[src/hdl/r16dec_pkg.sv]
// package for the 16-bit risc instruction decoder
// holds operand mode and operation codes plus the operand decode helpers
// no dependencies
`timescale 1ns / 1ps
`default_nettype none

package r16dec_pkg;

    // operand addressing modes
    localparam logic [3:0] MODE_NONE      = 4'd0;
    localparam logic [3:0] MODE_REGISTER  = 4'd1;
    localparam logic [3:0] MODE_BASE_DISP = 4'd2;
    localparam logic [3:0] MODE_PC_REL    = 4'd3;
    localparam logic [3:0] MODE_ABS_ADDR  = 4'd4;
    localparam logic [3:0] MODE_INDIRECT  = 4'd5;
    localparam logic [3:0] MODE_AUTOINC   = 4'd6;
    localparam logic [3:0] MODE_IMMED     = 4'd7;
    localparam logic [3:0] MODE_JUMP      = 4'd8;

    // single-operand selector codes that need special handling
    localparam logic [2:0] SEL_SWPB    = 3'd1;
    localparam logic [2:0] SEL_SXT     = 3'd3;
    localparam logic [2:0] SEL_CALL    = 3'd5;
    localparam logic [2:0] SEL_RETI    = 3'd6;
    localparam logic [2:0] SEL_INVALID = 3'd7;

    // operation code bases
    localparam logic [4:0] OP_MOV_BASE  = 5'd7;
    localparam logic [4:0] OP_JUMP_BASE = 5'd19;

    // addressing register numbers with special meaning
    localparam logic [3:0] RNUM_PC = 4'd0;
    localparam logic [3:0] RNUM_SR = 4'd2;
    localparam logic [3:0] RNUM_CG = 4'd3;

    // as field codes
    localparam logic [1:0] AS_DIRECT   = 2'd0;
    localparam logic [1:0] AS_INDEXED  = 2'd1;
    localparam logic [1:0] AS_INDIRECT = 2'd2;
    localparam logic [1:0] AS_AUTOINC  = 2'd3;

    typedef struct packed {
        logic [3:0]  mode;
        logic [3:0]  rnum;
        logic [15:0] value;
        logic        ext;
    } opnd_dec_t;

    // source operand decode, value holds the generated constant
    function automatic opnd_dec_t src_decode(input logic [1:0] as_f, input logic [3:0] r);
        opnd_dec_t d;
        d = '{mode: MODE_NONE, rnum: 4'd0, value: 16'd0, ext: 1'b0};
        case (as_f)
            AS_DIRECT: begin
                if (r == RNUM_CG) begin
                    d.mode = MODE_IMMED;
                end else begin
                    d.mode = MODE_REGISTER;
                    d.rnum = r;
                end
            end
            AS_INDEXED: begin
                if (r == RNUM_PC) begin
                    d.mode = MODE_PC_REL;
                    d.ext  = 1'b1;
                end else if (r == RNUM_SR) begin
                    d.mode = MODE_ABS_ADDR;
                    d.ext  = 1'b1;
                end else if (r == RNUM_CG) begin
                    d.mode  = MODE_IMMED;
                    d.value = 16'h0001;
                end else begin
                    d.mode = MODE_BASE_DISP;
                    d.rnum = r;
                    d.ext  = 1'b1;
                end
            end
            AS_INDIRECT: begin
                if (r == RNUM_SR) begin
                    d.mode  = MODE_IMMED;
                    d.value = 16'h0004;
                end else if (r == RNUM_CG) begin
                    d.mode  = MODE_IMMED;
                    d.value = 16'h0002;
                end else begin
                    d.mode = MODE_INDIRECT;
                    d.rnum = r;
                end
            end
            default: begin
                if (r == RNUM_PC) begin
                    d.mode = MODE_IMMED;
                    d.ext  = 1'b1;
                end else if (r == RNUM_SR) begin
                    d.mode  = MODE_IMMED;
                    d.value = 16'h0008;
                end else if (r == RNUM_CG) begin
                    d.mode  = MODE_IMMED;
                    d.value = 16'hFFFF;
                end else begin
                    d.mode = MODE_AUTOINC;
                    d.rnum = r;
                end
            end
        endcase
        return d;
    endfunction

    // destination operand decode, value is never set here; ext flags an extension word
    function automatic opnd_dec_t dst_decode(input logic ad, input logic [3:0] r);
        opnd_dec_t d;
        d = '{mode: MODE_NONE, rnum: 4'd0, value: 16'd0, ext: 1'b0};
        if (!ad) begin
            d.mode = MODE_REGISTER;
            d.rnum = r;
        end else if (r == RNUM_PC) begin
            d.mode = MODE_PC_REL;
            d.ext  = 1'b1;
        end else if (r == RNUM_SR) begin
            d.mode = MODE_ABS_ADDR;
            d.ext  = 1'b1;
        end else begin
            d.mode = MODE_BASE_DISP;
            d.rnum = r;
            d.ext  = 1'b1;
        end
        return d;
    endfunction

endpackage

`default_nettype wire

[src/hdl/risc16_instruction_decoder_top.sv]
// top level of the 16-bit risc instruction decoder
// input register, single-pass decode logic, result register
// depends on r16dec_pkg
`timescale 1ns / 1ps
`default_nettype none

// usage
// - s_ channel carries one instruction window per item: up to three words
//   and a count of words present (saturated at three)
// - m_ channel returns one decoded item per input item, in order
// - an item that is illegal or truncated comes back with every field zero
// - an accepted item is held in the input register, and its decoded result is
//   then registered in the result register and driven on m_
// - throughput: one item per cycle while m_tready is high, set by the two-stage register pipeline;
//   the decode itself is a single pass of narrow muxing between the registers
// - when the receiver stalls, the result register holds and the input register
//   keeps its item; s_tready drops once both stages are full and m_tready is low
// - reset (aresetn low at an edge) empties both stages; payload registers are not reset
module risc16_instruction_decoder_top (
    input  wire logic        aclk,
    input  wire logic        aresetn,
    input  wire logic        s_tvalid,
    output logic             s_tready,
    // first_word[15:0], second_word[31:16], third_word[47:32],
    // words_available[49:48], zero fill [55:50]
    input  wire logic [55:0] s_tdata,
    output logic             m_tvalid,
    input  wire logic        m_tready,
    // length_bytes[2:0], operation[7:3], byte_size[8], operand_count[10:9],
    // first_mode[14:11], first_register[18:15], first_value[34:19],
    // second_mode[37:35], second_register[41:38], second_value[57:42],
    // zero fill [63:58]
    output logic [63:0]      m_tdata
);

    // input stage
    logic        in_vld_reg;
    logic [15:0] w0_reg;
    logic [15:0] w1_reg;
    logic [15:0] w2_reg;
    logic [1:0]  avail_reg;

    // result stage
    logic        out_vld_reg;
    logic [63:0] out_data_reg;

    logic out_adv;
    logic in_take;

    // result stage frees up when empty or when its item leaves this cycle
    assign out_adv  = !out_vld_reg || m_tready;
    assign s_tready = !in_vld_reg || out_adv;
    assign in_take  = s_tvalid && s_tready;

    // decode signals
    r16dec_pkg::opnd_dec_t src_d;
    r16dec_pkg::opnd_dec_t dst_d;
    logic [2:0]  sel;
    logic [1:0]  used;
    logic        legal;
    logic [15:0] jmp_off;

    logic [2:0]  length_bytes;
    logic [4:0]  operation;
    logic        byte_size;
    logic [1:0]  operand_count;
    logic [3:0]  first_mode;
    logic [3:0]  first_register;
    logic [15:0] first_value;
    logic [2:0]  second_mode;
    logic [3:0]  second_register;
    logic [15:0] second_value;
    logic [63:0] out_data_next;

    assign sel     = w0_reg[9:7];
    assign src_d   = r16dec_pkg::src_decode(w0_reg[5:4],
                         (w0_reg[15:14] != 2'b00) ? w0_reg[11:8] : w0_reg[3:0]);
    assign dst_d   = r16dec_pkg::dst_decode(w0_reg[7], w0_reg[3:0]);
    // sign-extend the 10-bit offset, double it and add 2
    assign jmp_off = {{5{w0_reg[9]}}, w0_reg[9:0], 1'b0} + 16'd2;

    always_comb begin
        legal           = 1'b0;
        used            = 2'd1;
        operation       = 5'd0;
        byte_size       = 1'b0;
        operand_count   = 2'd0;
        first_mode      = r16dec_pkg::MODE_NONE;
        first_register  = 4'd0;
        first_value     = 16'd0;
        second_mode     = 3'(r16dec_pkg::MODE_NONE);
        second_register = 4'd0;
        second_value    = 16'd0;

        if (w0_reg[15:11] == 5'b00010) begin
            // single-operand format
            byte_size = w0_reg[6];
            operation = {2'b00, sel};
            if (sel == r16dec_pkg::SEL_INVALID) begin
                legal = 1'b0;
            end else if ((sel == r16dec_pkg::SEL_SWPB || sel == r16dec_pkg::SEL_SXT
                          || sel == r16dec_pkg::SEL_CALL) && w0_reg[6]) begin
                legal = 1'b0;
            end else if (sel == r16dec_pkg::SEL_RETI) begin
                // reti takes no size, mode or register bits
                legal = (w0_reg[6:0] == 7'd0);
            end else begin
                legal          = 1'b1;
                operand_count  = 2'd1;
                first_mode     = src_d.mode;
                first_register = src_d.rnum;
                first_value    = src_d.ext ? w1_reg : src_d.value;
                used           = src_d.ext ? 2'd2 : 2'd1;
            end
        end else if (w0_reg[15:14] != 2'b00) begin
            // two-operand format, source extension word comes first
            legal           = 1'b1;
            byte_size       = w0_reg[6];
            operation       = {1'b0, w0_reg[15:12]} - 5'd4 + r16dec_pkg::OP_MOV_BASE;
            operand_count   = 2'd2;
            first_mode      = src_d.mode;
            first_register  = src_d.rnum;
            first_value     = src_d.ext ? w1_reg : src_d.value;
            second_mode     = dst_d.mode[2:0];
            second_register = dst_d.rnum;
            if (dst_d.ext) begin
                second_value = src_d.ext ? w2_reg : w1_reg;
            end
            used = 2'd1 + {1'b0, src_d.ext} + {1'b0, dst_d.ext};
        end else if (w0_reg[15:13] == 3'b001) begin
            // jump format
            legal         = 1'b1;
            operation     = r16dec_pkg::OP_JUMP_BASE + {2'b00, w0_reg[12:10]};
            operand_count = 2'd1;
            first_mode    = r16dec_pkg::MODE_JUMP;
            first_value   = jmp_off;
        end

        // too few words present, or illegal encoding: everything reads zero
        if (!legal || used > avail_reg || avail_reg == 2'd0) begin
            length_bytes = 3'd0;
            out_data_next = 64'd0;
        end else begin
            length_bytes  = {used, 1'b0};
            out_data_next = {6'd0, second_value, second_register, second_mode,
                             first_value, first_register, first_mode,
                             operand_count, byte_size, operation, length_bytes};
        end
    end

    // control registers
    always_ff @(posedge aclk) begin
        if (!aresetn) begin
            in_vld_reg  <= 1'b0;
            out_vld_reg <= 1'b0;
        end else begin
            if (s_tready) begin
                in_vld_reg <= s_tvalid;
            end
            if (out_adv) begin
                out_vld_reg <= in_vld_reg;
            end
        end
    end

    // payload registers
    always_ff @(posedge aclk) begin
        if (in_take) begin
            w0_reg    <= s_tdata[15:0];
            w1_reg    <= s_tdata[31:16];
            w2_reg    <= s_tdata[47:32];
            avail_reg <= s_tdata[49:48];
        end
        if (out_adv && in_vld_reg) begin
            out_data_reg <= out_data_next;
        end
    end

    assign m_tvalid = out_vld_reg;
    assign m_tdata  = out_data_reg;

endmodule

`default_nettype wire
[config.mk]
export PLATFORM = sky130hd
export DESIGN_NAME = risc16_instruction_decoder_top
export DESIGN_NICKNAME = d
export VERILOG_FILES = /design/src/hdl/r16dec_pkg.sv /design/src/hdl/risc16_instruction_decoder_top.sv
export SDC_FILE = /design/constraint.sdc
export NUM_CORES = 1
export LEC_CHECK = 0
export BUFFER_PORTS_ARGS = -buffer_cell sky130_fd_sc_hd__buf_2
export CAP_MARGIN = 20
export CORE_MARGIN = 8
export CORE_UTILIZATION = 34
export CTS_CLUSTER_SIZE = 28
export DETAILED_ROUTE_END_ITERATION = 6
export GPL_TIMING_DRIVEN = 0
export PLACE_DENSITY_LB_ADDON = 0.08
export SYNTH_ARGS = -nofsm -noshare
export SYNTH_HDL_FRONTEND = slang
export SYNTH_SLANG_ARGS = --single-unit
[constraint.sdc]
create_clock -name aclk -period 4.4 [get_ports aclk]
set_input_delay 0.44 -clock aclk [delete_from_list [all_inputs] [get_ports aclk]]
set_output_delay 0.44 -clock aclk [all_outputs]
set_load 0.03 [all_outputs]
Yosys cells after proc, flatten, opt, wreduce, memory -nomap -nowiden:

Index checks and enable logic that the tools add are counted.

* multiplexer cells: 75
* add/subtract/negate cells: 6
* reductions and logical operators: 24
* magnitude comparators: 1
* bitwise operators: 3
* eq/ne operators: 12

Operator list (count)
* two-way mux 16 bit: 10
* two-way mux 4 bit: 16
* two-way mux 20 bit: 3
* case mux 16 bit (3 select lines): 1
* two-way mux 3 bit: 8
* case mux 8 bit (3 select lines): 1
* two-way mux 2 bit: 11
* two-way mux 1 bit: 21
* adder 11 x 3 -> 12 bit, second input constant: 1
* equality test 4 x 2 -> 1 bit, second input constant: 3
* two-way mux 5 bit: 2
* equality test 3 bit, second input constant: 3
* zero test 4 bit: 2
* OR reduction 4 bit: 2
* zero test 7 bit: 1
* two-way mux 7 bit: 1
* equality test 3 x 1 -> 1 bit, second input constant: 2
* logical OR 1 bit: 6
* adder 5 x 3 -> 5 bit, first input constant: 1
* adder 5 x 3 -> 5 bit, second input constant: 1
* equality test 5 x 2 -> 1 bit, second input constant: 1
* OR reduction 5 bit: 1
* subtractor 4 x 3 -> 5 bit, second input constant: 1
* zero test 2 bit: 2
* other kinds (13): 20

* flip-flop bits (word level): 116
* word-level logic and storage cells: 134
* output and inout bits: 66

Depth between registers and ports, before layout:

* depth in word-level cells: 16
* depth in mapped cells: 19
* mapped depth without buffers: 14

Worst setup path before layout:

Ideal clock, no wire load.

* path type: register -> register
* start point: reg out_vld_reg (netlist: m_tvalid)
* end point: reg out_data_reg[10] (netlist: m_tdata[10]) (enable)
* cell stages (with the launch flop): 3
* arrival time: 3.151 ns
* path slack: 0.770 ns
* cells stage by stage: dfxtp_1 -> nor2b_1 -> nor2b_1

* word-level cells in the longest chain between the ends: 3

RTL lines
* from (decl): line risc16_instruction_decoder_top.sv:44 `logic out_vld_reg;`
* from (signal assigned): line risc16_instruction_decoder_top.sv:161 `out_vld_reg <= in_vld_reg;`
* zero test 1 bit: line risc16_instruction_decoder_top.sv:51 `assign out_adv = !out_vld_reg || m_tready;`
* logical OR 1 bit: line risc16_instruction_decoder_top.sv:51
* logical AND 1 bit: line risc16_instruction_decoder_top.sv:174 `if (out_adv && in_vld_reg) begin`
* to (signal assigned): line risc16_instruction_decoder_top.sv:175 `out_data_reg <= out_data_next;`
* to (decl): line risc16_instruction_decoder_top.sv:45 `logic [63:0] out_data_reg;`

No other way between the ends.
A chain may end at the register's enable or synchronous reset.

Final worst setup path:

* start point: reg w0_reg[15]
* end point: reg out_data_reg[48] (netlist: m_tdata[48]), data pin

* word-level cells in the longest chain between the ends: 16
* elaborated cells on any way between the ends: 30

RTL lines
* from (decl): line risc16_instruction_decoder_top.sv:38 `logic [15:0] w0_reg;`
* from (signal assigned): line risc16_instruction_decoder_top.sv:169 `w0_reg <= s_tdata[15:0];`
* branches (longest 11 deep; another with adder 1 x 1 -> 2 bit)
* two-way mux 2 bit (*): line risc16_instruction_decoder_top.sv:95 `if (w0_reg[15:11] == 5'b00010) begin`
* named net used[1]: line risc16_instruction_decoder_top.sv:59 `logic [1:0] used;`
* greater-than comparator 2 bit (*): line risc16_instruction_decoder_top.sv:140 `if (!legal || used > avail_reg || avail_reg == 2'd0) begin`
* logical OR 1 bit (*) (2 in series): line risc16_instruction_decoder_top.sv:140
* OR reduction 4 bit (no line) (*)

Mark *: on every way through the listed nets, which the timed path passes.

==> impl_results.md <==
- Min-Delay Path Class: primary input to flop
- Hold Path Stages: 1
- Die width: 134 um
- Kind of critical path: flop to flop
- FF+latch count, synth: 109
- GRT Util Overall: 13.0%
- Skew final: 7.88 ps
- Worst setup SP type: flop
- Layout cell share with drive strength beyond 1: 31.4%
- Fin crit share: 93.1%
- Crit path capture type: flop
- Initial DRC Count: 177
- Drt first pass iters: 4
- Cells after Synth: 351
- Max Clk Rate: 0.244 GHz
- Leakage: 2.28 nW
- Async set-reset flop share out of synthesis: 0%
- Mapped Area: 4760 um^2
- Warnings from Yosys: 0
- Top_reg_cell synth: edfxtp_1
- Hold EP: w1_reg[7]
- Design Power: 2.39 mW
- Post-synthesis sequential area ratio: 68.4%
- First-pass GRT wire length: 18.0 mm
- Worst reg2reg path startpoint: w0_reg[15]
- Final std cells w/o fill: 667
- CTS Buffer Depth: 2
- Nets: 549
- Flop2flop setup slack: 300 ps
- Worst endpoint required time: 4600 ps
- Cell Rows: 43
- Largest net degree at the start of global routing: 35
- Final wirelength: 11.5 mm
- Root Buffer: clkbuf_16
- Sink Count: 109
- Fill count: 1342
- Slew HR: 40.3%
- Clk pin slew, worst setup/hold paths: 70 ps
- GR met3 Demand/Resource: 4.75%
- DIE AREA: 18000 um^2
- Count of cell types in the netlist: 49
- Core footprint: 13800 um^2
- Io pins: 126
- Clk_lat worst skew: 340 ps
- Hold_sp: s_tdata[23]
- Gr busiest metal: met2
- Num CTS Buffers: 9
- Max Cap Viol: 0
- Post-DP HPWL: 8.48 mm
- Htree depth: 3
- Ant diodes: 0
- PD cells: 404 nW/um^2
- Final Hold Viols: 0
- Port Buffers: 112
- Slew @ Worst Pin: 893 ps
- Worst Path Arrival: 4300 ps
- Area Overhead vs Synth: 24.5%
- Wire per inst: 17.2 um
- Critical R2R Capture: m_tdata[48]
- Endpoints failing setup: 0
- Fin. max-slew vios: 0
- Commonest cells after routing, fill and taps aside: buf_2 (113), edfxtp_1 (107), nor2_1 (39)
- VDD IR-drop max: 0.000207 V
- RD Place Congestion: 0.823
- Critical Path Fanout Max: 10
- TritonCTS clock tree: done
- Final ANT Viol Nets: 0
- Met1 GRT Util: 15.3%
- EDFF count, synth: 107
- Max reg flops: 57
- Vias after detailed routing: 3177
- Min Tclk post-route: 4100 ps
- Hold_buf cts: 0
- Most common cell after layout, fill and taps aside: buf_2
- Status: completed
- Vias in the first global route: 3369
- Reg2Reg Depth: 18
- Remaining Overflow, GRT: 0
- Cells after DPL: 651
- Syn Area/Cell: 13.6 um^2
- Vias per inst: 4.76
- Met2 usage: 21.5%
- Die Y-Extent: 134 um
- DRC violations left: 0
- RSZ-0062 raised after global routing: no
- Initial core utilization: 34.5%
- Initial antenna violation count: 0
kinds of logic (layout without fill, tap and decap cells):
kind of cell               after synthesis  count (layout)  share of synthesized area, %
AOI/OAI and AO/OA                       71              71                          9.50
xor gates and xnor gates                11              11                          2.03
adders and majority gates                7               7                          1.84
buffers and inverters                   33             163                          4.05
DFF                                    109             109                          68.4
muxes                                   20              20                          4.58
other                                    1               7                        0.0788
and+or+nand+nor                         99              99                          9.55
Yosys cell counts, drive strengths merged, types with 3 or more instances:
master    n  share of area [%]
edfxtp  107                 68
nor2     40                3.2
a21oi    25                2.6
nand2    24                1.9
mux2i    19                4.3
o21ai    14                1.6
buf      13                2.5
inv      11               0.87
o22ai    10                1.3
clkbuf    9               0.71
xnor2     8                1.5
ha        7                1.8
nand3     7               0.74
nor2b     5               0.66
nor3      5               0.63
and2      4               0.53
and3      3               0.39
o21a      3               0.47
xor2      3               0.55
cell type report:
class / instances / area, um^2 / area share, %
Clock buffer: 10 / 229 / 3.87
Inverter: 11 / 41.3 / 0.697
Clock inverter: 6 / 62.6 / 1.06
Tap cell: 180 / 225 / 3.80
Buffer: 22 / 153 / 2.58
Timing Repair Buffer: 114 / 601 / 10.1
Sequential cell: 109 / 3250 / 54.9
Multi-Input combinational cell: 215 / 1360 / 22.9
per-layer routing:
metal	share of wire, %	vias to the layer above
li1	-	1555
met1	42	1520
met2	50	96
met3	7.0	6
met4	0.94	0
met5	0	-
metrics by stage:
step,TNS (ps),cell area (um^2),setup WS (ps),hold WS (ps),utilization [%]
6_report,0,5920,301,267,43.0
5_1_grt,0,5920,9.50,240,43.0
4_1_cts,0,5910,57.4,248,42.9
3_5_place_dp,0,5610,110,522,40.8
3_3_place_gp,-33830,5570,-598,489,40.4
2_1_floorplan,0,4780,770,477,-
power breakdown:
group	internal, mW	switching (mW)
Clock	0.440	0.344
Combinational	0.121	0.236
Sequential	1.22	0.0305
Total	1.78	0.610
worst max-delay path by stage:
stage | cells past startpoint | endpoint | slack [ps] | from
floorplan | 2 | m_tdata[10] | 770 | m_tvalid
global placement | 3 | m_tdata[16] | -600 | m_tready
detailed placement | 17 | m_tdata[51] | 110 | w0_reg[15]
CTS | 17 | m_tdata[48] | 60 | w0_reg[15]
global route | 17 | m_tdata[48] | 9 | w0_reg[15]
finish | 18 | m_tdata[48] | 300 | w0_reg[15]
what timing repair did:
| item | in CTS | in global routing |
|---|---|---|
| resized for setup | 0 | 6 |
| endpoints found under the setup margin | 0 | 10 |
| buffers inserted | 0 | 0 |
| endpoints found under the hold margin | 0 | 0 |
critical path: stages, from the launching register on:
cell and delay, ps:
edfxtp_1 490, or2_1 280, buf_6 150, mux2_4 320
a21oi_1 180, o21ai_2 90, buf_6 170, buf_6 160
nor2_1 170, a21oi_1 70, ha_1 300, nor2b_1 130
o21ai_0 190, o21a_1 270, nand2_1 150, inv_1 90
nand2_1 250, clkbuf_2 320, nor2_1 160
(Power assumes the default switching activity.)
